[src/hdl/ddcs_pkg.sv]
package ddcs_pkg;

  localparam int QUEUE_DEPTH = 4;

  // driver register addresses
  localparam logic [3:0] ADDR_DIGIT1   = 4'd1;
  localparam logic [3:0] ADDR_DIGIT2   = 4'd2;
  localparam logic [3:0] ADDR_DIGIT3   = 4'd3;
  localparam logic [3:0] ADDR_DIGIT4   = 4'd4;
  localparam logic [3:0] ADDR_DECODE   = 4'd9;
  localparam logic [3:0] ADDR_SCAN     = 4'd11;
  localparam logic [3:0] ADDR_SHUTDOWN = 4'd12;

  localparam logic [7:0] DATA_NORMAL_OP = 8'h01;
  localparam logic [7:0] DATA_NO_DECODE = 8'h00;
  localparam logic [7:0] DATA_SCAN_4    = 8'h03;
  localparam logic [7:0] SEG_DASH       = 8'h01;
  localparam logic [7:0] SEG_E          = 8'h4F;
  localparam logic [7:0] SEG_R          = 8'h05;
  localparam logic [7:0] DP_BIT         = 8'h80;

  localparam logic [14:0] VALUE_MAX = 15'd9999;

  typedef struct packed {
    logic       err;
    logic [3:0] thousands;
    logic [3:0] hundreds;
    logic [3:0] tens;
    logic [3:0] units;
  } item_t;

  function automatic logic [7:0] seg_of(input logic [3:0] digit);
    logic [7:0] code;
    case (digit)
      4'd0: code = 8'h7E;
      4'd1: code = 8'h30;
      4'd2: code = 8'h6D;
      4'd3: code = 8'h79;
      4'd4: code = 8'h33;
      4'd5: code = 8'h5B;
      4'd6: code = 8'h5F;
      4'd7: code = 8'h70;
      4'd8: code = 8'h7F;
      4'd9: code = 8'h7B;
      default: code = 8'h00;
    endcase
    return code;
  endfunction

endpackage

[src/hdl/decimal_display_command_sequencer_top.sv]
// The first command word is strobed after s1, s2 and s3, the queue and the output register;
// the seventh carries last. The sequencer sends one word per cycle while the queue is not
// empty; up to QueueDepth values are buffered, so start is taken while earlier runs go on.
// The receiver cannot stall: each word is presented for one cycle with strobe high.
// Reset (rst, synchronous): empties the digit pipeline and queue and restarts the sequencer.
module decimal_display_command_sequencer_top #(
  parameter int QueueDepth = ddcs_pkg::QUEUE_DEPTH
) (
  input  logic               clk,
  input  logic               rst,
  input  logic               start,
  output logic               busy,
  input  logic signed [15:0] value,
  output logic               strobe,
  output logic [3:0]         reg_address,
  output logic [7:0]         reg_data,
  output logic               last
);

  localparam int CntW = $clog2(QueueDepth + 1);

  logic            push, pop, empty;
  ddcs_pkg::item_t push_item, head;
  logic [CntW-1:0] q_count;

  ddcs_front #(.Depth(QueueDepth)) u_front (
    .clk       (clk),
    .rst       (rst),
    .start     (start),
    .value     (value),
    .busy      (busy),
    .q_count   (q_count),
    .push      (push),
    .push_item (push_item)
  );

  ddcs_queue #(.Depth(QueueDepth)) u_queue (
    .clk       (clk),
    .rst       (rst),
    .push      (push),
    .push_item (push_item),
    .pop       (pop),
    .empty     (empty),
    .count     (q_count),
    .head      (head)
  );

  ddcs_back u_back (
    .clk         (clk),
    .rst         (rst),
    .empty       (empty),
    .head        (head),
    .pop         (pop),
    .strobe      (strobe),
    .reg_address (reg_address),
    .reg_data    (reg_data),
    .last        (last)
  );

endmodule

[src/hdl/ddcs_front.sv]
module ddcs_front #(
  parameter int Depth = ddcs_pkg::QUEUE_DEPTH
) (
  input  logic                         clk,
  input  logic                         rst,
  input  logic                         start,
  input  logic signed [15:0]           value,
  output logic                         busy,
  input  logic [$clog2(Depth+1)-1:0]   q_count,
  output logic                         push,
  output ddcs_pkg::item_t              push_item
);

  localparam int OccW = $clog2(Depth + 4);

  logic s1_valid, s2_valid, s3_valid;
  logic s1_err, s2_err, s3_err;
  logic [13:0] s1_mag;
  logic [3:0]  s2_th, s3_th, s3_hu;
  logic [9:0]  s2_rem;
  logic [6:0]  s3_rem;

  logic        accept;
  logic        in_range;
  logic [OccW-1:0] occ;

  logic [27:0] prod_th;
  logic [3:0]  th;
  logic [13:0] th_x, th_scaled, rem_th;
  logic [22:0] prod_hu;
  logic [3:0]  hu;
  logic [9:0]  hu_x, hu_scaled, rem_hu;
  logic [14:0] prod_te;
  logic [3:0]  te;
  logic [6:0]  te_x, te_scaled, rem_te;

  // every transaction in the pipe or the queue holds a slot until popped
  assign occ = OccW'(q_count) + OccW'(s1_valid) + OccW'(s2_valid) + OccW'(s3_valid);
  assign busy = (occ >= OccW'(Depth));
  assign accept = start && !busy;

  assign in_range = !value[15] && (value != 16'sd0) && (value[14:0] <= ddcs_pkg::VALUE_MAX);

  // digit extraction by reciprocal multiply, exact for the valid range
  assign prod_th   = 28'(s1_mag) * 28'd8389;
  assign th        = prod_th[26:23];
  assign th_x      = {10'b0, th};
  assign th_scaled = (th_x << 10) - (th_x << 5) + (th_x << 3);
  assign rem_th    = s1_mag - th_scaled;

  assign prod_hu   = 23'(s2_rem) * 23'd5243;
  assign hu        = prod_hu[22:19];
  assign hu_x      = {6'b0, hu};
  assign hu_scaled = (hu_x << 6) + (hu_x << 5) + (hu_x << 2);
  assign rem_hu    = s2_rem - hu_scaled;

  assign prod_te   = 15'(s3_rem) * 15'd205;
  assign te        = prod_te[14:11];
  assign te_x      = {3'b0, te};
  assign te_scaled = (te_x << 3) + (te_x << 1);
  assign rem_te    = s3_rem - te_scaled;

  assign push                = s3_valid;
  assign push_item.err       = s3_err;
  assign push_item.thousands = s3_th;
  assign push_item.hundreds  = s3_hu;
  assign push_item.tens      = te;
  assign push_item.units     = rem_te[3:0];

  always_ff @(posedge clk) begin
    if (rst) begin
      s1_valid <= 1'b0;
      s2_valid <= 1'b0;
      s3_valid <= 1'b0;
    end else begin
      s1_valid <= accept;
      s2_valid <= s1_valid;
      s3_valid <= s2_valid;
    end
  end

  always_ff @(posedge clk) begin
    if (accept) begin
      s1_err <= !in_range;
      s1_mag <= value[13:0];
    end
    s2_err <= s1_err;
    s2_th  <= th;
    s2_rem <= rem_th[9:0];
    s3_err <= s2_err;
    s3_th  <= s2_th;
    s3_hu  <= hu;
    s3_rem <= rem_hu[6:0];
  end

endmodule

[src/hdl/ddcs_queue.sv]
module ddcs_queue #(
  parameter int Depth = ddcs_pkg::QUEUE_DEPTH
) (
  input  logic                         clk,
  input  logic                         rst,
  input  logic                         push,
  input  ddcs_pkg::item_t              push_item,
  input  logic                         pop,
  output logic                         empty,
  output logic [$clog2(Depth+1)-1:0]   count,
  output ddcs_pkg::item_t              head
);

  localparam int PtrW = (Depth > 1) ? $clog2(Depth) : 1;
  localparam int CntW = $clog2(Depth + 1);

  ddcs_pkg::item_t mem [Depth];
  logic [PtrW-1:0] wr_ptr, rd_ptr;

  assign empty = (count == '0);
  assign head  = mem[rd_ptr];

  always_ff @(posedge clk) begin
    if (push) begin
      mem[wr_ptr] <= push_item;
    end
  end

  always_ff @(posedge clk) begin
    if (rst) begin
      wr_ptr <= '0;
      rd_ptr <= '0;
      count  <= '0;
    end else begin
      if (push) begin
        wr_ptr <= (wr_ptr == PtrW'(Depth - 1)) ? '0 : wr_ptr + PtrW'(1);
      end
      if (pop) begin
        rd_ptr <= (rd_ptr == PtrW'(Depth - 1)) ? '0 : rd_ptr + PtrW'(1);
      end
      if (push && !pop) begin
        count <= count + CntW'(1);
      end else if (pop && !push) begin
        count <= count - CntW'(1);
      end
    end
  end

endmodule

[src/hdl/ddcs_back.sv]
module ddcs_back (
  input  logic            clk,
  input  logic            rst,
  input  logic            empty,
  input  ddcs_pkg::item_t head,
  output logic            pop,
  output logic            strobe,
  output logic [3:0]      reg_address,
  output logic [7:0]      reg_data,
  output logic            last
);

  localparam logic [2:0] WORD_SHUTDOWN = 3'd0;
  localparam logic [2:0] WORD_DECODE   = 3'd1;
  localparam logic [2:0] WORD_SCAN     = 3'd2;
  localparam logic [2:0] WORD_DIGIT1   = 3'd3;
  localparam logic [2:0] WORD_DIGIT2   = 3'd4;
  localparam logic [2:0] WORD_DIGIT3   = 3'd5;
  localparam logic [2:0] WORD_DIGIT4   = 3'd6;

  logic [2:0] idx;
  logic       active;
  logic [3:0] addr_next;
  logic [7:0] data_next;

  assign active = !empty;
  assign pop    = active && (idx == WORD_DIGIT4);

  always_comb begin
    addr_next = ddcs_pkg::ADDR_SHUTDOWN;
    data_next = ddcs_pkg::DATA_NORMAL_OP;
    case (idx)
      WORD_SHUTDOWN: begin
        addr_next = ddcs_pkg::ADDR_SHUTDOWN;
        data_next = ddcs_pkg::DATA_NORMAL_OP;
      end
      WORD_DECODE: begin
        addr_next = ddcs_pkg::ADDR_DECODE;
        data_next = ddcs_pkg::DATA_NO_DECODE;
      end
      WORD_SCAN: begin
        addr_next = ddcs_pkg::ADDR_SCAN;
        data_next = ddcs_pkg::DATA_SCAN_4;
      end
      WORD_DIGIT1: begin
        addr_next = ddcs_pkg::ADDR_DIGIT1;
        data_next = head.err ? ddcs_pkg::SEG_DASH
                             : (ddcs_pkg::seg_of(head.thousands) | ddcs_pkg::DP_BIT);
      end
      WORD_DIGIT2: begin
        addr_next = ddcs_pkg::ADDR_DIGIT2;
        data_next = head.err ? ddcs_pkg::SEG_E : ddcs_pkg::seg_of(head.hundreds);
      end
      // error pattern writes digit 4 before digit 3
      WORD_DIGIT3: begin
        addr_next = head.err ? ddcs_pkg::ADDR_DIGIT4 : ddcs_pkg::ADDR_DIGIT3;
        data_next = head.err ? ddcs_pkg::SEG_R : ddcs_pkg::seg_of(head.tens);
      end
      WORD_DIGIT4: begin
        addr_next = head.err ? ddcs_pkg::ADDR_DIGIT3 : ddcs_pkg::ADDR_DIGIT4;
        data_next = head.err ? ddcs_pkg::SEG_R : ddcs_pkg::seg_of(head.units);
      end
      default: begin
        addr_next = ddcs_pkg::ADDR_SHUTDOWN;
        data_next = ddcs_pkg::DATA_NORMAL_OP;
      end
    endcase
  end

  always_ff @(posedge clk) begin
    if (rst) begin
      idx    <= WORD_SHUTDOWN;
      strobe <= 1'b0;
    end else begin
      strobe <= active;
      if (active) begin
        idx <= (idx == WORD_DIGIT4) ? WORD_SHUTDOWN : idx + 3'd1;
      end
    end
  end

  always_ff @(posedge clk) begin
    reg_address <= addr_next;
    reg_data    <= data_next;
    last        <= (idx == WORD_DIGIT4);
  end

endmodule
[config.mk]
export PLATFORM = sky130hd
export DESIGN_NAME = decimal_display_command_sequencer_top
export DESIGN_NICKNAME = d
export VERILOG_FILES = /design/src/hdl/ddcs_pkg.sv /design/src/hdl/decimal_display_command_sequencer_top.sv /design/src/hdl/ddcs_front.sv /design/src/hdl/ddcs_queue.sv /design/src/hdl/ddcs_back.sv
export SDC_FILE = /design/constraint.sdc
export NUM_CORES = 1
export LEC_CHECK = 0
export ABC_AREA = 1
export BUFFER_PORTS_ARGS = -buffer_cell sky130_fd_sc_hd__buf_4
export CAP_MARGIN = 20
export CORE_MARGIN = 4
export CORE_UTILIZATION = 35
export CTS_CLUSTER_SIZE = 20
export DETAILED_ROUTE_END_ITERATION = 10
export HOLD_SLACK_MARGIN = 0.06
export PLACE_DENSITY = 0.57
export SYNTH_ARGS = -nofsm -noshare
export SYNTH_HDL_FRONTEND = slang
export SYNTH_SLANG_ARGS = --single-unit
[constraint.sdc]
create_clock -name clk -period 11.05 [get_ports clk]
set_input_delay 0.5525 -clock clk [delete_from_list [all_inputs] [get_ports clk]]
set_output_delay 0.5525 -clock clk [all_outputs]
set_load 0.005 [all_outputs]
==> results of run 1 <==
[metal layers]
metal | global-route usage (%) | wire (microns) | up-vias | share of wire, %
met3 | 2.02 | 408 | 13 | 1.6
met1 | 18.7 | 12700 | 4125 | 50
met2 | 23.1 | 12200 | 64 | 48
li1 | - | - | 4575 | -
met5 | 0 | 0 | - | 0
met4 | 2.09 | 160 | 0 | 0.63
[registers in the layout, indices dropped and copies added (netlist names), 3 cells and up, named ones only]
| signal | flops |
|---|---|
| u_back.idx | 3 |
| u_queue.count | 3 |
| u_front.s1_mag | 14 |
| u_front.s2_th | 4 |
| u_front.s3_th | 4 |
| u_front.s3_rem | 7 |
| u_back.reg_address | 4 |
| u_front.s2_rem | 10 |
| u_front.s3_hu | 4 |
| u_back.reg_data | 8 |
| u_queue.mem | 68 |
[worst max-delay path, delay by kind of cell, from the launching register on]
family	cells	cell delay, ns
compound gates	4	0.82
xor+xnor	1	0.19
fa+ha+maj	8	3.31
buf+inv	7	0.40
flops	1	0.49
simple gates	10	0.80
[cell type report]
class                   instances  share of cell area (%)
clock inverters                15                    1.12
inverters                     251                    6.96
multi-input cells             959                    55.4
well taps                     455                    4.19
flip-flops and latches        143                    27.2
clock buffers                  17                    3.13
repair buffers                 35                    1.96
[kinds of logic after synthesis]
| group | count (synthesis) |
|---|---|
| AO/OA/AOI/OAI | 152 |
| XOR/XNOR | 24 |
| flip-flops | 143 |
| adder cells (fa/ha/maj) | 319 |
| AND/OR/NAND/NOR | 464 |
| buffers and inverters | 262 |
[cells in the mapped netlist (2+ instances only)]
cell type	number
edfxtp_1	83
buf_6	3
nand3_1	63
xnor2_1	7
o21bai_1	6
inv_1	237
a211oi_1	2
buf_4	4
inv_2	13
o21ai_1	13
dfxtp_1	60
a32oi_1	4
nand4_1	25
a21oi_1	68
o211ai_2	2
xor2_1	17
nor4_2	2
nand2_2	5
o21ai_0	35
or2_1	2
buf_2	3
a31oi_1	4
nand3b_1	2
or2_2	3
nand2_1	268
nor2_1	82
fa_1	66
ha_1	253
a21o_1	10
nor3_1	4
nor4_1	4
[stage by stage]
step / hold WS, ns / std cells
after global routing: 0.288 / 1875
after detailed placement: 0.315 / 1843
after floorplan: 0.310 / 1364
after global placement: 0.311 / 1842
after CTS: 0.297 / 1875
final: 0.318 / 1875
[worst paths after layout]
kind / to / slack [ns] / cells past startpoint
setup reg to reg: u_front.s3_rem[6] / 4.91 / 30
hold reg to reg: u_front.s3_th[2] / 0.33 / 0
hold / removal: u_front.s1_mag[0] / 0.32 / 1
setup / recovery: u_front.s3_rem[6] / 4.91 / 30
==> results by group, run 1 <==
Run status
  • Status: complete, no violations

Synthesis
  • Sequential element share of the synthesized area: 30.2%
  • Post-Synthesis Cells: 1364
  • Proportion of synthesized area in mux cells: 0%
  • Post-synth top area cell: ha_1
  • Synth Cell Area: 12200 sq um
  • Ranking of synthesized cells by area: ha_1 (26%), edfxtp_1 (20%), fa_1 (11%), dfxtp_1 (9.8%), nand2_1 (8.2%)
  • Syn nets: 1702
  • Synth cell types: 45
  • Syn. warnings: 0
  • Async set or reset register ratio after synthesis: 0%
  • Adder-cell share of the synthesized area: 36.6%
  • Main combinational cell family by area after synthesis: adder cells
  • Syn_area_per_cell: between 8 and 9 sq um
  • Xor and xnor area share after synthesis: 1.72%
  • Post-Synth Simple-Gate Area: between 10% and 20%
  • Ys flop type: edfxtp_1
  • Synth Register Bits: 143
  • Compound-gate portion of the synthesized area: 7.07%
  • Share of the synthesized area in the top cell type: 25.8%
  • Post-synth EDFFs: just over 80

Floorplanning
  • Core area: 34500 sq um
  • Die Width: between 150 and 200 microns
  • # IOs: 34
  • Die area: 38100 sq um
  • Initial Util: a little over a third
  • Height of the chip: a little under 200 microns
  • Rows: slightly below 70

STA
  • FMAX: 163 MHz
  • Worst setup slack after layout: 4.91 ns
  • Min cycle time layout: between 6 and 7 ns
  • Clk_skew: roughly 0.0076 ns
  • RSZ-0062 raised after global routing: false
  • Setup TNS: 0 ns
  • Pins Over Slew Limit: 0
  • Crit share post-route: 55.6%
  • Worst slew pin tran: 0.885 ns
  • Max_slew headroom: between 40% and 50%
  • Final Hold Viols: 0
  • Final setup viols: 0

Worst setup path
  • Crit. Startpoint: u_front.s2_rem[1]
  • Crit path DAT: 6.45 ns
  • Worst r2r src: u_front.s2_rem[1]
  • Slowest Stage Delay on Critical Path: between 0.5 and 0.6 ns
  • Kind of critical path: reg -> reg
  • Slowest-stage cell, CP: fa_1
  • Crit Path Max Fanout: 6
  • Worst setup SP type: flip-flop
  • CP required: 11.36 ns
  • CP endpoint kind: flip-flop
  • Worst path most repeated cell: inv_1

Hold path
  • Hold path startpoint: value[0]
  • Hold Crit Class: in -> reg

Clock tree
  • Hold-fix buffer count after cts: 0
  • Post-CTS setup buffer count: 0
  • Skew-Pair Late Insertion Delay: 0.42 ns
  • CTS buffer count: 17
  • CTS tree: yes
  • Worst-path clk slew: 0.07 ns
  • Sink Count: 143
  • Post-CTS Resized: 0
  • Max clock buf depth: 2
  • H-tree levels: 4
  • Clock root cell: clkbuf_16

GRT
  • GRT overflow: 0
  • GRT Overall Usage: 13.5%
  • First-pass GRT wire length: 42.7 mm
  • Largest net degree at the start of global routing: 40
  • Vias in the first global route: 8725
  • Antenna violations before repair: 0

Finish
  • Register area: 3690 sq um
  • Fraction of layout cells with a size suffix above 1: 6.76%
  • Layout fillers: 3485
  • Most frequent cells in the layout: nand2_1 (268), ha_1 (253), inv_1 (237)
  • Final Util: 39.3%
  • Area grow syn2layout: 10.9%
  • Design Area, Final: 13600 sq um
  • Area of the multi-input gates: 7530 sq um
  • Most common cell after layout, fill and taps aside: nand2_1
  • Fin nets: 1745
  • Number of diodes: 0

Placement
  • Port Buffers: 33
  • Gpl congestion: 0.871
  • Worst slack at placement: around 4.9 ns
  • Hpwl dp: ~21 mm
  • Dpl cell area: 13000 sq um

Flow run
  • Max-cap check violation count: 0

Drt
  • Via count: 8777
  • Mean routed wirelength per cell: 13.6 microns
  • Drt pass-1 iters: 5
  • Via density: 4.68
  • Final wirelength: 25.4 mm
  • Initial DRC count: 312
  • Post-route ant nets: 0
  • Residual DRC: 0
Power of run 1 is left out: the tool's default activity adds up to more than one toggle a clock period on the data nets, which glitch-free logic cannot reach.
==> run 2, diff against run 1 <==
--- a/config.mk
+++ b/config.mk
@@ -13,7 +13,7 @@
 export CTS_CLUSTER_SIZE = 20
 export DETAILED_ROUTE_END_ITERATION = 10
 export HOLD_SLACK_MARGIN = 0.06
-export PLACE_DENSITY = 0.57
+export PLACE_DENSITY = 0.59
 export SYNTH_ARGS = -nofsm -noshare
 export SYNTH_HDL_FRONTEND = slang
 export SYNTH_SLANG_ARGS = --single-unit
==> constraint.sdc (replaced) <==
create_clock -name clk -period 5.3 [get_ports clk]
set_input_delay 0.265 -clock clk [delete_from_list [all_inputs] [get_ports clk]]
set_output_delay 0.265 -clock clk [all_outputs]
set_load 0.005 [all_outputs]
==> results by group, run 2 (same netlist as run 1, synthesis figures left out) <==
Floorplanning
  • Rows: 68 (unchanged)
  • # IOs: 34 (unchanged)
  • Height of the chip: 195 microns (unchanged)
  • Die area: 38100 sq um (unchanged)
  • Initial Util: 35.5% (unchanged)
  • Core area: 34500 sq um (unchanged)
  • Die Width: 195 microns (unchanged)

STA
  • Min cycle time layout: 5.60 ns (was 6.14 ns)
  • Setup TNS: -0.301 ns (was 0 ns)
  • Pins Over Slew Limit: 0 (unchanged)
  • RSZ-0062 raised after global routing: true (was false)
  • FMAX: 179 MHz (was 163 MHz)
  • Worst setup slack after layout: -0.301 ns (was 4.91 ns)
  • Final Hold Viols: 0 (unchanged)
  • Crit share post-route: 106% (was 55.6%)
  • Worst slew pin tran: 0.906 ns (was 0.885 ns)
  • Min Hold Slack: 0.117 ns (was 0.318 ns)
  • Final setup viols: 1 (was 0)
  • Max_slew headroom: 39.5% (was 40.9%)
  • Clk_skew: 0.0108 ns (was 0.00762 ns)

Drt
  • Via density: 4.71 (was 4.68)
  • Mean routed wirelength per cell: 13.9 microns (was 13.6 microns)
  • Residual DRC: 0 (unchanged)
  • Drt pass-1 iters: 5 (unchanged)
  • Post-route ant nets: 0 (unchanged)
  • Initial DRC count: 345 (was 312)
  • Final wirelength: 28.1 mm (was 25.4 mm)
  • Via count: 9513 (was 8777)

Clock tree
  • Max clock buf depth: 2 (unchanged)
  • Worst-path clk slew: 0.07 ns (about the same)
  • H-tree levels: 4 (unchanged)
  • Skew-Pair Late Insertion Delay: 0.42 ns (about the same)
  • CTS buffer count: 17 (unchanged)
  • CTS tree: yes (unchanged)
  • Sink Count: 143 (unchanged)
  • Clock root cell: clkbuf_16 (unchanged)

GRT
  • Largest net degree at the start of global routing: 40 (unchanged)
  • GRT overflow: 0 (unchanged)
  • GRT Overall Usage: 14.2% (was 13.5%)
  • Vias in the first global route: 9475 (was 8725)
  • Antenna violations before repair: 0 (unchanged)
  • First-pass GRT wire length: 44.8 mm (was 42.7 mm)

Finish
  • Fin nets: 1889 (was 1745)
  • Register area: 3710 sq um (was 3690 sq um)
  • Area of the multi-input gates: 8640 sq um (was 7530 sq um)
  • Non-filler cells, final: 2019 (was 1875)
  • Number of diodes: 0 (unchanged)
  • Design Area, Final: 15900 sq um (was 13600 sq um)
  • Largest register by flop count: u_queue.mem (unchanged)
  • Most common cell after layout, fill and taps aside: nand2_1 (unchanged)
  • Area grow syn2layout: 29.5% (was 10.9%)
  • Layout fillers: 3248 (was 3485)
  • Most frequent cells in the layout: nand2_1 (237), inv_1 (217), ha_1 (190) (was nand2_1 (268), ha_1 (253), inv_1 (237))
  • Fraction of layout cells with a size suffix above 1: 25.3% (was 6.76%)
  • Largest regs: u_queue.mem (68), u_front.s1_mag (14), u_front.s2_rem (10) (unchanged)
  • Max reg flops: 68 (unchanged)

Worst setup path
  • Worst setup SP type: flip-flop (unchanged)
  • Crit path DAT: 5.92 ns (was 6.45 ns)
  • CP required: 5.62 ns (was 11.36 ns)
  • Kind of critical path: reg -> reg (unchanged)
  • CP endpoint kind: flip-flop (unchanged)
  • Crit Path Max Fanout: 3 (was 6)

Run status
  • Violated checks: setup timing
  • Status: complete, but fails checks (was complete, no violations)

Flow run
  • Max-cap check violation count: 0 (unchanged)

Placement
  • Dpl cell area: 13700 sq um (was 13000 sq um)
  • Hpwl dp: 20.9 mm (was 20.7 mm)
  • Port Buffers: 33 (unchanged)
  • Post-Place Cells: 1931 (was 1843)
  • Gpl congestion: 0.894 (was 0.871)

Hold path
  • Hold Crit Class: in -> reg (unchanged)
## run 2: worst max-delay path, stage by stage, from the launching register on
cell	delay [ns]
dfxtp_4	0.35
inv_2	0.03
fa_1	0.53
fa_1	0.52
inv_1	0.06
fa_1	0.48
fa_2	0.59
ha_1	0.23
ha_1	0.36
nand2_1	0.19
nor2_1	0.08
o21ai_1	0.14
nand2_1	0.07
nand2_1	0.09
nand3_2	0.10
xor2_2	0.17
ha_1	0.30
ha_1	0.29
inv_2	0.04
ha_4	0.25
nand2_1	0.06
a21o_1	0.20
nand2_2	0.08
inv_2	0.04
nand3_2	0.06
nand2_2	0.05
nor2_1	0.10
nor2_1	0.04
## run 2: area by class of cell
cell class	count	area share (%)
Sequential cell	143	23.4
Multi-Input combinational cell	959	54.5
Tap cell	455	3.59
Clock buffer	18	2.77
Inverter	251	5.97
Timing Repair Buffer	179	8.90
Clock inverter	14	0.899
## run 2: per-stage QoR
stage	setup WS, ns	util (%)
after floorplan	0.00135	-
after global placement	-0.362	39.7
after detailed placement	-0.444	39.7
after CTS	-0.196	43.3
after global routing	-0.554	45.9
final	-0.301	45.9
## run 2: final timing paths
| check | cells after the start | to | from | slack, ns |
|---|---|---|---|---|
| setup / recovery | 27 | u_front.s3_rem[6] | u_front.s2_rem[6] | -0.30 |
| hold / removal | 3 | u_front.s1_valid | start | 0.12 |
| setup reg to reg | 27 | u_front.s3_rem[6] | u_front.s2_rem[6] | -0.30 |
| hold reg to reg | 0 | u_front.s3_th[3] | u_front.s2_th[3] | 0.33 |
## run 2: per-layer routing
layer  vias up  GRT usage (%)  wire length [microns]
li1       4872              -                      -
met1      4489           18.5                  12700
met2       121           25.0                  14300
met3        31           1.90                    612
met4         0           3.31                    438
met5         -              0                      0
## run 2: repair_timing
item | CTS | global route
pin swaps | 25 | 111
setup endpoints to repair | 6 | 8
endpoints found under the hold margin | 16 | 0
buffers inserted | 18 | 23
hold buffers | 15 | 0
gates resized for setup | 51 | 138
Power of run 2 is left out for the same reason.
